<file path="src/sv/pce_fifo.sv">
// pce_fifo: two-entry queue of label descriptors between front and back
// depends on nothing but its width parameter
module pce_fifo #(
    parameter int W = 8
) (
    input  logic         clk,
    input  logic         rst_n,
    input  logic         push,
    input  logic [W-1:0] din,
    input  logic         pop,
    output logic [W-1:0] dout,
    output logic         not_empty,
    output logic         full
);
    logic [W-1:0] slot_reg [2];
    logic         wr_ptr_reg, rd_ptr_reg;
    logic [1:0]   fill_reg;

    assign dout      = slot_reg[rd_ptr_reg];
    assign not_empty = (fill_reg != 2'd0);
    assign full      = (fill_reg == 2'd2);

    always_ff @(posedge clk)
    begin
        if (push && !full)
        begin
            slot_reg[wr_ptr_reg] <= din;
        end
    end

    always_ff @(posedge clk or negedge rst_n)
    begin
        if (!rst_n)
        begin
            wr_ptr_reg <= 1'b0;
            rd_ptr_reg <= 1'b0;
            fill_reg   <= 2'd0;
        end
        else
        begin
            if (push && !full)
                wr_ptr_reg <= ~wr_ptr_reg;
            if (pop && not_empty)
                rd_ptr_reg <= ~rd_ptr_reg;
            fill_reg <= fill_reg + 2'((push && !full) ? 1 : 0) - 2'((pop && not_empty) ? 1 : 0);
        end
    end
endmodule

</file>
<file path="config.mk">
export PLATFORM = sky130hd
export DESIGN_NAME = pce_fifo
export DESIGN_NICKNAME = d
export VERILOG_FILES = /design/src/sv/pce_fifo.sv
export SDC_FILE = /design/constraint.sdc
export NUM_CORES = 1
export LEC_CHECK = 0
export BUFFER_PORTS_ARGS = -buffer_cell sky130_fd_sc_hd__buf_2
export CAP_MARGIN = 20
export CORE_MARGIN = 1
export CORE_UTILIZATION = 52
export DETAILED_ROUTE_END_ITERATION = 8
export PLACE_DENSITY = 0.8
export SLEW_MARGIN = 20
export SYNTH_ARGS = -nofsm -noshare
export SYNTH_HDL_FRONTEND = slang
export SYNTH_SLANG_ARGS = --single-unit
</file>
<file path="constraint.sdc">
create_clock -name clk -period 4 [get_ports clk]
set_input_delay 0.6 -clock clk [delete_from_list [all_inputs] [get_ports clk]]
set_output_delay 0.6 -clock clk [all_outputs]
set_load 0.03 [all_outputs]
</file>
==> flow_summary.toml <==
[final_layout]
max_reg_flops = 16
multi_input_combinational_cell_area_um2 = 188
regArea_um2 = 581
num-nets-final = 82
insertedDiodeCount = 0
fillers = 100
area_growth_pct = 18.6
layout.core_utilization_pct = 68.6
drive_gt1_share_pct = 50.7

[logic_synthesis]
synth_fp_nets = 57
post_synth.cell_area_avg_um2 = 18.2
netlist-cell-type-count = 14
synth.ff_latch_count = 20
synthesis.instances = 43
synth_common_cells = "sky130_fd_sc_hd__edfxtp_1, sky130_fd_sc_hd__mux2_2, sky130_fd_sc_hd__dfrtp_1, sky130_fd_sc_hd__xnor2_1"
synth.most_common_cell = "sky130_fd_sc_hd__edfxtp_1"
netlist.top_cell.by_area = "sky130_fd_sc_hd__edfxtp_1"
netlist.area_leader.share_pct = 61.5
synth-warning-count = 0
asyncSetResetFlopFracSynth_pct = 20.0
post_synth_main_area_contributors = "sky130_fd_sc_hd__edfxtp_1, sky130_fd_sc_hd__dfrtp_1, sky130_fd_sc_hd__mux2_2"
synth-edff-count = 16
netlist_area_um2 = 781
sequential_share_of_the_synthesized_area_pct = 74.4
synth_ff_type = "sky130_fd_sc_hd__edfxtp_1"

[power_and_ir_drop]
leakage_uw = 0.000385
p_per_area_mw_per_mm2 = 769
power.total_uw = 712
vdd_drop_max_mv = 0.400

[sta]
fmax_mhz = 498
final.setup_skew_ps = 10.3
finalWorstPathRequiredPeriod_ps = 2010
max-slew-margin-rel_pct = 55.4
worst_slew_pin_slew_ps = 667
final-setup-viol-count = 0
grt_setup_unrepaired = "false"
tns_ps = 0
timing.final.crit_share_pct = 50.2
final_max_slew_viol_count = 0
hold_viol_final = 0

[worst_setup_path]
setup.worst_path.start = "rd_ptr_reg"
reg2reg_to = "fill_reg[1]"
critPathLaunchType = "flop"
crit_end = "dout[3]"
cp.arrival_ps = 1410
worstPathMaxFanout = 9
setup.worst_path.class = "flop to output pin"
reg2regPathDepth = 7
endpoint_kind = "output pin"
worst_ep_required_time_ps = 3400
worstReg2RegStart = "fill_reg[1]"
reg2reg_slack_ps = 2310

[grt]
grt_pass1_vias = 391
largest_net_degree_at_the_start_of_global_routing = 12
globalRoute.totalOverflow = 0
first_pass_grt_wire_length_um = 1590
grt_use_total_pct = 15.1
antenna_found_initial = 0

[die]
fp.dieArea_mm2 = 0.00166
design.core.area_mm2 = 0.00135
io-pin-count = 22
floorplan.die.width_um = 40.8
die_h_um = 40.8
floorplan.rows = 13
initial_core_util_pct = 57.8

[placed_design]
gp_routability_congestion = 0.669
port_buffers = 21
detailedPlacementHpwl_um = 817

[clock_tree]
cts.htree.levels = 1
clk_latency_ps = 290
cts_made_buffers = 3
cts_hold_buffers = 0
post_cts_resized = 0
max-clock-path-buffers = 2
clk_slew_on_worst_s_h_paths_ps = 110
clock_sinks = 20
clk_root_buffer_cell = "sky130_fd_sc_hd__clkbuf_4"
tritoncts = "yes"
cts.repair_timing.setup_buffer_count = 0

[drt]
ant_nets = 0
via_count = 415
detail_route.wirelength_um = 1080
route.detailed.drc = 0
drt-vias-per-instance = 5.06
routedWlPerCell_um = 13.2
firstDrtPassIters = 2
detailedRoute.firstIterationViolations = 1

[min_path]
hp-class = "input pin to asynchronous set/reset pin"

[job]
drv_cap = 0

[run_status]
status = "completed"
## cells in the final DEF (no fill, tap or decap)
cell type                  count
sky130_fd_sc_hd__mux2_2        8
sky130_fd_sc_hd__and3_1        1
sky130_fd_sc_hd__xnor2_1       3
sky130_fd_sc_hd__ha_1          2
sky130_fd_sc_hd__nor2_1        1
sky130_fd_sc_hd__clkbuf_4      3
sky130_fd_sc_hd__buf_2        21
sky130_fd_sc_hd__and2_4        1
sky130_fd_sc_hd__edfxtp_1     16
sky130_fd_sc_hd__nand2b_1      1
sky130_fd_sc_hd__clkinv_1      1
sky130_fd_sc_hd__nand2_1       1
sky130_fd_sc_hd__xor2_1        1
sky130_fd_sc_hd__inv_1         2
sky130_fd_sc_hd__or2_4         1
sky130_fd_sc_hd__dfrtp_1       4
## worst min path at each step
stage	slack, ps	endpoint	from	cells past startpoint
global placement	410	fill_reg[1]	rst_n	1
floorplan	300	fill_reg[0]	rst_n	0
finish	100	wr_ptr_reg	rst_n	1
CTS	90	wr_ptr_reg	rst_n	1
global route	90	rd_ptr_reg	rst_n	1
detailed placement	410	fill_reg[1]	rst_n	1
## worst max-delay path, cell delays in order (launching register included)
cell and delay (ps):
sky130_fd_sc_hd__dfrtp_1 570, sky130_fd_sc_hd__mux2_2 380, sky130_fd_sc_hd__buf_2 180
## per-layer routing
metal,global-route usage [%],vias to the layer above,routed length (um)
met5,0,-,0
met3,3.26,0,60
met1,17.8,196,481
met4,5.00,0,0
li1,-,205,-
met2,27.0,14,542
## stage by stage
stage	instance area (um2)	hold WS [ps]	setup slack, ps	instances
floorplan	781	304	2310	43
CTS	926	92.5	1980	82
global placement	900	414	2310	78
global route	926	87.2	1910	82
finish	926	95.3	1990	82
detailed placement	900	415	2280	78
## final cells by class
| class | instances | area share (%) |
|---|---|---|
| clock buffer | 3 | 2.43 |
| clock inverter | 1 | 0.405 |
| inverter | 2 | 0.811 |
| multi-input combinational | 20 | 20.3 |
| sequential | 20 | 62.7 |
| tap | 15 | 2.03 |
| timing repair buffer | 21 | 11.4 |
## logic make-up after synthesis
logic type    after synthesis  share of synthesized area [%]
flops                      20                           74.4
mux                         8                           11.5
simple gates                6                           4.81
xor+xnor                    4                           4.49
buf+inv                     3                           1.60
fa+ha+maj                   2                           3.20
## report_power, final
group | switching [uW] | total (uW) | internal (uW)
Combinational | 174 | 294 | 120
Sequential | 36.2 | 328 | 291
Clock | 55.0 | 91.2 | 36.2
Power figures use the tool's default switching activity.
