File: src/sv/pce_pkg.sv
// pce_pkg: shared types, constants and helpers of the punycode label encoder
// used by pce_front, pce_div, pce_back and punycode_label_encoder
package pce_pkg;

    localparam int CP_W    = 21;
    localparam int CHAR_W  = 7;
    localparam int LEN_W   = 6;
    localparam int DELTA_W = 32;
    localparam int DIV_W   = 10;
    localparam int N_W     = 22;
    localparam int BIAS_W  = 8;
    localparam int K_W     = 10;
    localparam int T_W     = 5;

    localparam logic [1:0] STATUS_OK   = 2'd0;
    localparam logic [1:0] STATUS_LONG = 2'd1;
    localparam logic [1:0] STATUS_OVF  = 2'd2;

    localparam logic [K_W-1:0]    BASE         = 10'd36;
    localparam logic [T_W-1:0]    TMIN         = 5'd1;
    localparam logic [T_W-1:0]    TMAX         = 5'd26;
    localparam logic [DIV_W-1:0]  SKEW         = 10'd38;
    localparam logic [DELTA_W-1:0] ADAPT_LIMIT = 32'd455;
    localparam logic [BIAS_W-1:0] BIAS_START   = 8'd72;
    localparam logic [N_W-1:0]    N_START      = 22'd128;
    localparam logic [CP_W-1:0]   BASIC_LIMIT  = 21'h80;
    localparam logic [CHAR_W-1:0] HYPHEN       = 7'h2d;
    localparam logic [LEN_W-1:0]  MAX_OUT      = 6'd63;
    localparam logic [LEN_W-1:0]  LEN_RESET    = 6'd63;

    // x / 700 == (x * RECIP_DAMP) >> DAMP_SH and x / 35 == (x * RECIP_ADAPT) >> ADAPT_SH,
    // exact for every 32-bit x
    localparam logic [32:0]       RECIP_DAMP   = 33'd6282923588;
    localparam int                DAMP_SH      = 42;
    localparam logic [32:0]       RECIP_ADAPT  = 33'd7853654485;
    localparam int                ADAPT_SH     = 38;

    typedef enum logic [4:0] {
        S_IDLE, S_B_RD, S_B_CHK, S_HYPH, S_LOOP, S_M_RD, S_M_CHK, S_DELTA, S_DADD,
        S_S_RD, S_S_CHK, S_T, S_T_DIV, S_BIAS0, S_A1, S_A1W, S_A2,
        S_A3W, S_END_ROUND, S_DONE, S_ERR, S_O_RD, S_O_LD, S_O_WAIT
    } enc_state_t;

    typedef struct packed {
        logic                 start;
        logic [DELTA_W-1:0]   dividend;
        logic [DIV_W-1:0]     divisor;
    } div_req_t;

    typedef struct packed {
        logic                 done;
        logic [DELTA_W-1:0]   quot;
        logic [DIV_W-1:0]     rem;
    } div_rsp_t;

    function automatic logic [CHAR_W-1:0] digit_char(input logic [5:0] v);
        logic [CHAR_W-1:0] c;
        if (v < 6'd26)
            c = 7'd97 + 7'(v);
        else
            c = 7'd48 + 7'(v - 6'd26);
        return c;
    endfunction

endpackage

File: src/sv/pce_div.sv
// pce_div: shared restoring divider, one quotient bit per cycle
// depends on pce_pkg for the request and response structs
module pce_div (
    input  logic              clk,
    input  logic              rst_n,
    input  pce_pkg::div_req_t req,
    output pce_pkg::div_rsp_t rsp
);
    import pce_pkg::*;

    logic [DELTA_W-1:0] q_reg;
    logic [DIV_W-1:0]   r_reg, dv_reg;
    logic [5:0]         cnt_reg;
    logic               done_reg;
    logic [DIV_W:0]     shifted;
    logic               ge;

    assign shifted  = {r_reg, q_reg[DELTA_W-1]};
    assign ge       = (shifted >= {1'b0, dv_reg});
    assign rsp.done = done_reg;
    assign rsp.quot = q_reg;
    assign rsp.rem  = r_reg;

    always_ff @(posedge clk)
    begin
        if (req.start)
        begin
            q_reg  <= req.dividend;
            r_reg  <= '0;
            dv_reg <= req.divisor;
        end
        else if (cnt_reg != 6'd0)
        begin
            r_reg <= ge ? DIV_W'(shifted - {1'b0, dv_reg}) : shifted[DIV_W-1:0];
            q_reg <= {q_reg[DELTA_W-2:0], ge};
        end
    end

    always_ff @(posedge clk or negedge rst_n)
    begin
        if (!rst_n)
        begin
            cnt_reg  <= 6'd0;
            done_reg <= 1'b0;
        end
        else if (req.start)
        begin
            cnt_reg  <= 6'(DELTA_W);
            done_reg <= 1'b0;
        end
        else if (cnt_reg != 6'd0)
        begin
            cnt_reg  <= cnt_reg - 6'd1;
            done_reg <= (cnt_reg == 6'd1);
        end
        else
        begin
            done_reg <= 1'b0;
        end
    end
endmodule

File: config.mk
export PLATFORM = sky130hd
export DESIGN_NAME = pce_div
export DESIGN_NICKNAME = d
export VERILOG_FILES = /design/src/sv/pce_pkg.sv /design/src/sv/pce_div.sv
export SDC_FILE = /design/constraint.sdc
export NUM_CORES = 1
export LEC_CHECK = 0
export ABC_AREA = 1
export BUFFER_PORTS_ARGS = -buffer_cell sky130_fd_sc_hd__buf_2
export CAP_MARGIN = 20
export CORE_AREA = 5 5 88 90
export DETAILED_ROUTE_END_ITERATION = 7
export DIE_AREA = 0 0 93 95
export PLACE_DENSITY = 0.72
export SYNTH_ARGS = -nofsm -noshare
export SYNTH_HDL_FRONTEND = slang
export SYNTH_SLANG_ARGS = --single-unit
File: constraint.sdc
create_clock -name clk -period 2.1 [get_ports clk]
set_input_delay 0.63 -clock clk [delete_from_list [all_inputs] [get_ports clk]]
set_output_delay 0.63 -clock clk [all_outputs]
set_load 0.03 [all_outputs]
==> metrics.md, run 1 <==
| Metric | Value |
|---|---|
| Outcome | `complete, no violations` |
| Final Critical Period | `1.84 ns` |
| GR Util All Layers | `0.163` |
| Internal power | `2.98 mW` |
| Antenna cells | `0` |
| ANT nets after route | `0` |
| Vias after detailed routing | `2690` |
| Top cells by count, synth | `nand2_1 (168), inv_1 (46), edfxtp_1 (42), nand3_1 (21), ha_1 (12)` |
| Clk sinks | `59` |
| CTS Buf Count | `9` |
| Die height | `95 um` |
| Die Wd | `93 um` |
| Least-Margin Pin Slew | `0.462 ns` |
| Initial Util | `0.451` |
| Yosys cell types | `37` |
| Root buffer cell | `clkbuf_8` |
| Worst path arrival time | `2.06 ns` |
| Post-DP HPWL | `5.42 mm` |
| H-tree depth | `3` |
| DRT iter0 DRCs | `134` |
| Final worst path period share | `0.878` |
| Row count | `31` |
| Clock share of power | `0.194` |
| Fillers | `643` |
| Via/cell ratio | `4.85` |
| CTS Hold Buffers Added | `0` |
| Max-Cap Viols | `0` |
| Buffers on Ports | `87` |
| Clk buf depth | `2` |
| Largest net degree at the start of global routing | `35` |
| Clock skew | `0.0109 ns` |
| Max FFs per register | `32` |
| Yosys top cell area share | `0.401` |
| Post-CTS sizing | `0` |
| Fraction of layout cells with a size suffix above 1 | `0.266` |
| Initial antenna violation count | `0` |
| Unrepaired setup endpoints after global routing | `no` |
| Number of enable flip-flop cells after synthesis | `42` |
| Grt total ovfl | `0` |
| Yosys top cell by area | `edfxtp_1` |
| Max Slew Vio Count | `0` |
| Final Hold Viols | `0` |
| Pwr per Cell Area | `1340 nW/um^2` |
| Vias in the first global route | `2551` |
| CP Class | `reg -> reg` |
| CP max FO | `4` |
| Switching power | `2.23 mW` |
| Total Routed Length | `6.94 mm` |
| Ys flop type | `edfxtp_1` |
| DR pass1 iterations | `4` |
| Most common cell in the netlist | `nand2_1` |
| Register area share after synthesis | `0.520` |
| Nets | `526` |
| Leak | `2.07 nW` |
| Worst vdd ir | `0.608 mV` |
| Ys Warns | `0` |
| Die Area | `8840 sq um` |
| Synthesized area per cell | `8.42 sq um` |
| Hold Path Class | `in -> async` |
| CP endpoint kind | `register` |
| GPL Wtd Cong | `0.868` |
| Sw Share | `0.428` |
| Ports | `88` |
| Mapped Area | `3150 sq um` |
| Clk Latency, worst-skew pair | `0.33 ns` |
| Logic gate share of total power | `0.462` |
| Synthesized Nets | `432` |
| Synth Register Bits | `59` |
| Area growth syn-to-layout | `23.7%` |
| First-pass GRT wire length | `11.4 mm` |
| Synth area leaders | `edfxtp_1 (40%), nand2_1 (20%), dfxtp_1 (6.4%), dfrtp_1 (5.6%), inv_1 (5.5%)` |
| Asr flop ratio synth | `0.119` |
| Core ar. | `6980 sq um` |
| CP required | `2.32 ns` |
| Clk slew on worst S/H paths | `0.07 ns` |
| CTS tree | `done` |
| DRC errors left | `0` |
| Setup tns final | `0 ns` |
| Synth Instances | `374` |
| Startpoint types | `register` |
| Final Cell Area | `3890 sq um` |
| WL/cell | `12.5 um` |
| Reg power frac | `0.345` |
| Postcts setup bufs | `0` |
| DP Area | `3700 sq um` |
| Final setup fails | `0` |
| Fmax achieved | `0.542 GHz` |
| Max_slew headroom | `0.690` |
## cells in the final DEF, fill, tap and decap left out, types with 2 or more instances in the layout
cell,n
a31oi_1,2
o21ai_1,4
ha_1,12
clkbuf_8,10
nand2_1,168
xor2_1,2
clkinvlp_4,2
nand3_2,4
dfxtp_1,10
buf_12,2
nand4_1,3
clkinv_1,2
buf_2,87
nor2_2,4
nand2_2,3
nor2_1,10
inv_1,46
nand3b_1,5
dfrtp_1,7
nor3_1,2
nand3_1,21
a21oi_1,3
buf_4,4
edfxtp_1,42
xnor2_1,2
## power by group through the flow
stage	combinational (mW)	sequential [mW]	clock, mW
after floorplan	1.42	2.21	0
after global placement	2.37	1.81	0
after detailed placement	2.42	1.81	0
after CTS	2.43	1.79	1.04
after global routing	2.70	1.84	1.08
final	2.40	1.80	1.01
## routing by layer
layer / up-vias / part of all wire / track usage
met1: 1217 / 0.44 / 0.212
li1: 1377 / - / -
met4: 0 / 0.0062 / 0.0513
met3: 4 / 0.078 / 0.0566
met2: 92 / 0.48 / 0.256
met5: - / 0 / 0
## cell type report
type	count	area, sq um	area share
flip-flops and latches	59	1640	0.420
multi-input cells	257	1270	0.327
repair buffers	93	505	0.130
inverters	48	180	0.0463
clock buffers	11	141	0.0363
well taps	82	103	0.0263
clock inverters	5	53.8	0.0138
## logic make-up after synthesis
| family | count (synthesis) | share of synthesized area |
|---|---|---|
| adders and majority gates | 13 | 0.0541 |
| xor gates and xnor gates | 4 | 0.0111 |
| AOI/OAI and AO/OA | 14 | 0.0266 |
| buffers and inverters | 58 | 0.0755 |
| and+or+nand+nor | 226 | 0.313 |
| DFF | 59 | 0.520 |
## critical path, cell delays in order, from the launching register on
cell	delay (ns)
edfxtp_1	0.40
inv_1	0.11
ha_1	0.15
inv_1	0.08
fa_1	0.43
nand2_1	0.09
nand2_1	0.09
nand2_1	0.09
nand3b_1	0.08
nand2_1	0.07
nand2_1	0.04
nand3_1	0.06
nand2_1	0.05
## through the flow
step                setup WS (ns)  std cells   util  hold slack (ns)  power (mW)
finish                      0.256        555  0.558            0.130        5.21
global route               0.0524        555  0.558            0.117        5.62
CTS                         0.233        555  0.558            0.108        5.26
detailed placement          0.243        539  0.530            0.474        4.23
global placement            0.282        539  0.530            0.470        4.19
floorplan                  0.0842        374      -            0.334        3.62
## worst paths after layout
check | from | slack (ns) | cells after the start | end
worst min-delay path | rst_n | 0.13 | 1 | cnt_reg[5]$_DFFE_PN0P_
worst max-delay path | q_reg[31]$_DFFE_PP_ | 0.26 | 12 | r_reg[8]$_SDFFE_PP0P_
worst max register to register | q_reg[31]$_DFFE_PP_ | 0.26 | 12 | r_reg[8]$_SDFFE_PP0P_
min in group clk | req[0] | 0.48 | 1 | dv_reg[0]$_DFFE_PP_
worst min register to register | r_reg[5]$_SDFFE_PP0P_ | 0.48 | 2 | r_reg[5]$_SDFFE_PP0P_
max in group asynchronous | rst_n | 1.80 | 1 | cnt_reg[1]$_DFFE_PN0P_
(Power assumes the default switching activity.)
==> run 2: changes to the inputs <==
Settings changed: CORE_AREA 5 5 88 90 to 5 5 119 121, DIE_AREA 0 0 93 95 to 0 0 124 126, PLACE_DENSITY 0.72 to 0.42.
==> metrics.md, run 2 (synthesized netlist as in run 1, its figures left out) <==
| Metric | Value |
|---|---|
| Vias in the first global route | `2852 (+12%)` |
| Postcts setup bufs | `0 (unchanged)` |
| Hold Path Class | `in -> async` |
| Final Hold Viols | `0 (unchanged)` |
| Cell mode on critical path | `nand2_1` |
| Initial Util | `0.243 (-0.208)` |
| Row count | `42 (+35%)` |
| WL/cell | `13.0 um (+3.7%)` |
| Antenna cells | `0 (unchanged)` |
| Setup tns final | `0 ns (unchanged)` |
| Unrepaired setup endpoints after global routing | `no` |
| Final setup fails | `0 (unchanged)` |
| Worst path arrival time | `2.10 ns (+0.04 ns)` |
| Worst R2R Setup Slack | `0.22 ns (-0.03 ns)` |
| Clock skew | `0.00732 ns (-0.00358 ns)` |
| CP max FO | `4 (unchanged)` |
| Max_slew headroom | `0.717 (+0.0272)` |
| Vias after detailed routing | `2653 (-1.4%)` |
| GPL Wtd Cong | `0.767 (-12%)` |
| Setup WS pre-CTS | `0.182 ns (-0.0612 ns)` |
| Ports | `88 (unchanged)` |
| Root buffer cell | `clkbuf_16` |
| Final Worst Setup Slack | `0.224 ns (-0.0313 ns)` |
| Die height | `126 um (+33%)` |
| Die Wd | `124 um (+33%)` |
| CTS tree | `done` |
| CP endpoint kind | `register` |
| Leading cell type in the layout, fill and taps excluded | `nand2_1` |
| DRC errors left | `0 (unchanged)` |
| Pwr per Cell Area | `1370 nW/um^2 (+2.3%)` |
| DRT iter0 DRCs | `133 (-0.75%)` |
| Post-CTS sizing | `0 (unchanged)` |
| Fraction of layout cells with a size suffix above 1 | `0.268 (+0.00211)` |
| Worst vdd ir | `0.373 mV (-39%)` |
| Most frequent cells in the layout | `nand2_1 (168), buf_2 (87), inv_1 (46)` |
| Startpoint types | `register` |
| ANT nets after route | `0 (unchanged)` |
| Core ar. | `13000 sq um (+86%)` |
| Clk sinks | `59 (unchanged)` |
| Grt total ovfl | `0 (unchanged)` |
| Initial antenna violation count | `1 (+1)` |
| Post-DP HPWL | `6.35 mm (+17%)` |
| Fmax achieved | `0.533 GHz (-1.7%)` |
| Buffers on Ports | `87 (unchanged)` |
| Max FFs per register | `32 (unchanged)` |
| Largest stage delay, worst path | `0.44 ns (about the same)` |
| CTS Buf Count | `9 (unchanged)` |
| Outcome | `complete, no violations` |
| Clk Latency, worst-skew pair | `0.33 ns (about the same)` |
| Clk slew on worst S/H paths | `0.05 ns (-0.02 ns)` |
| Leak | `2.11 nW (+2.0%)` |
| Die Area | `15600 sq um (+77%)` |
| H-tree depth | `3 (unchanged)` |
| CP required | `2.32 ns (about the same)` |
| Area growth syn-to-layout | `30.0%` |
| Max Slew Vio Count | `0 (unchanged)` |
| CP Class | `reg -> reg` |
| Total Routed Length | `8.42 mm (+21%)` |
| Clk buf depth | `2 (unchanged)` |
| Final Critical Period | `1.88 ns (+0.0313 ns)` |
| GR Util All Layers | `0.114 (-0.0491)` |
| Max-Cap Viols | `0 (unchanged)` |
| DR pass1 iterations | `4 (unchanged)` |
| Worst path cell trace | `inv_1 > ha_1 > inv_1 > fa_1 > nand2_1 > nand2_1 > nand2_1 > nand3b_1 > nand2_1 > nand2_1 > nand3_1 > nand2_1` |
| Via/cell ratio | `4.09 (-16%)` |
| Least-Margin Pin Slew | `0.421 ns (-0.0405 ns)` |
| Slowest cell on the critical path | `fa_1` |
| Nets | `526 (unchanged)` |
| CTS Hold Buffers Added | `0 (unchanged)` |
| First-pass GRT wire length | `13.9 mm (+22%)` |
| Largest net degree at the start of global routing | `38 (+8.6%)` |
| Final worst path period share | `0.893 (+0.0149)` |
-- run 2: changes by cell type in the layout (fill, tap and decap cells not counted) --
| cell | delta |
|---|---|
| bufinv_16 | -1 |
| clkbuf_16 | +9 |
| clkbuf_8 | -9 |
| clkinv_1 | -1 |
| clkinv_2 | +2 |
| nor2_2 | -1 |
| nor2_4 | +1 |
-- run 2: per-layer routing --
metal | GRT usage | wire (um) | part of all wire
met1 | 0.144 | 3940 | 0.47
met2 | 0.173 | 3690 | 0.44
met3 | 0.0466 | 660 | 0.078
met4 | 0.0432 | 130 | 0.015
met5 | 0 | 10 | 0.0012
-- run 2: final cells by class --
type | count | area (sq um)
repair buffers | 93 | 505
multi-input cells | 257 | 1280
inverters | 48 | 180
clock inverters | 5 | 30.0
fillers | 1417 | 8890
clock buffers | 11 | 243
flip-flops and latches | 59 | 1640
well taps | 176 | 220
-- run 2: critical path, delay by kind of cell, from the launching register on --
kind | cells | cell delay [ns]
buf+inv | 2 | 0.21
flops | 1 | 0.39
fa+ha+maj | 2 | 0.59
simple gates | 8 | 0.59
-- run 2: stage by stage --
stage / area, sq um / util / instances / total power [mW] / hold slack, ns
finish: 4090 / 0.315 / 649 / 5.60 / 0.137
global route: 4090 / 0.315 / 649 / 6.04 / 0.136
CTS: 4090 / 0.315 / 649 / 5.69 / 0.127
detailed placement: 3820 / 0.294 / 633 / 4.30 / 0.477
global placement: 3820 / 0.294 / 633 / 4.30 / 0.475
floorplan: 3150 / - / 374 / 3.62 / 0.334
-- run 2: final timing paths --
check / to / cells past startpoint / startpoint
max reg2reg: r_reg[8]$_SDFFE_PP0P_ / 12 / q_reg[31]$_DFFE_PP_
min reg2reg: r_reg[7]$_SDFFE_PP0P_ / 2 / r_reg[7]$_SDFFE_PP0P_
min in group clk: r_reg[7]$_SDFFE_PP0P_ / 2 / r_reg[7]$_SDFFE_PP0P_
max: r_reg[8]$_SDFFE_PP0P_ / 12 / q_reg[31]$_DFFE_PP_
min: cnt_reg[0]$_DFFE_PN0P_ / 1 / rst_n
max in group asynchronous: cnt_reg[3]$_DFFE_PN0P_ / 1 / rst_n
-- run 2: report_power, final --
group | internal (mW) | switching [mW] | total [mW] | leakage, nW
Sequential | 1.58 | 0.221 | 1.80 | 0.619
Clock | 0.823 | 0.512 | 1.33 | 0.131
Combinational | 0.838 | 1.63 | 2.47 | 1.36
Total | 3.24 | 2.36 | 5.60 | 2.11
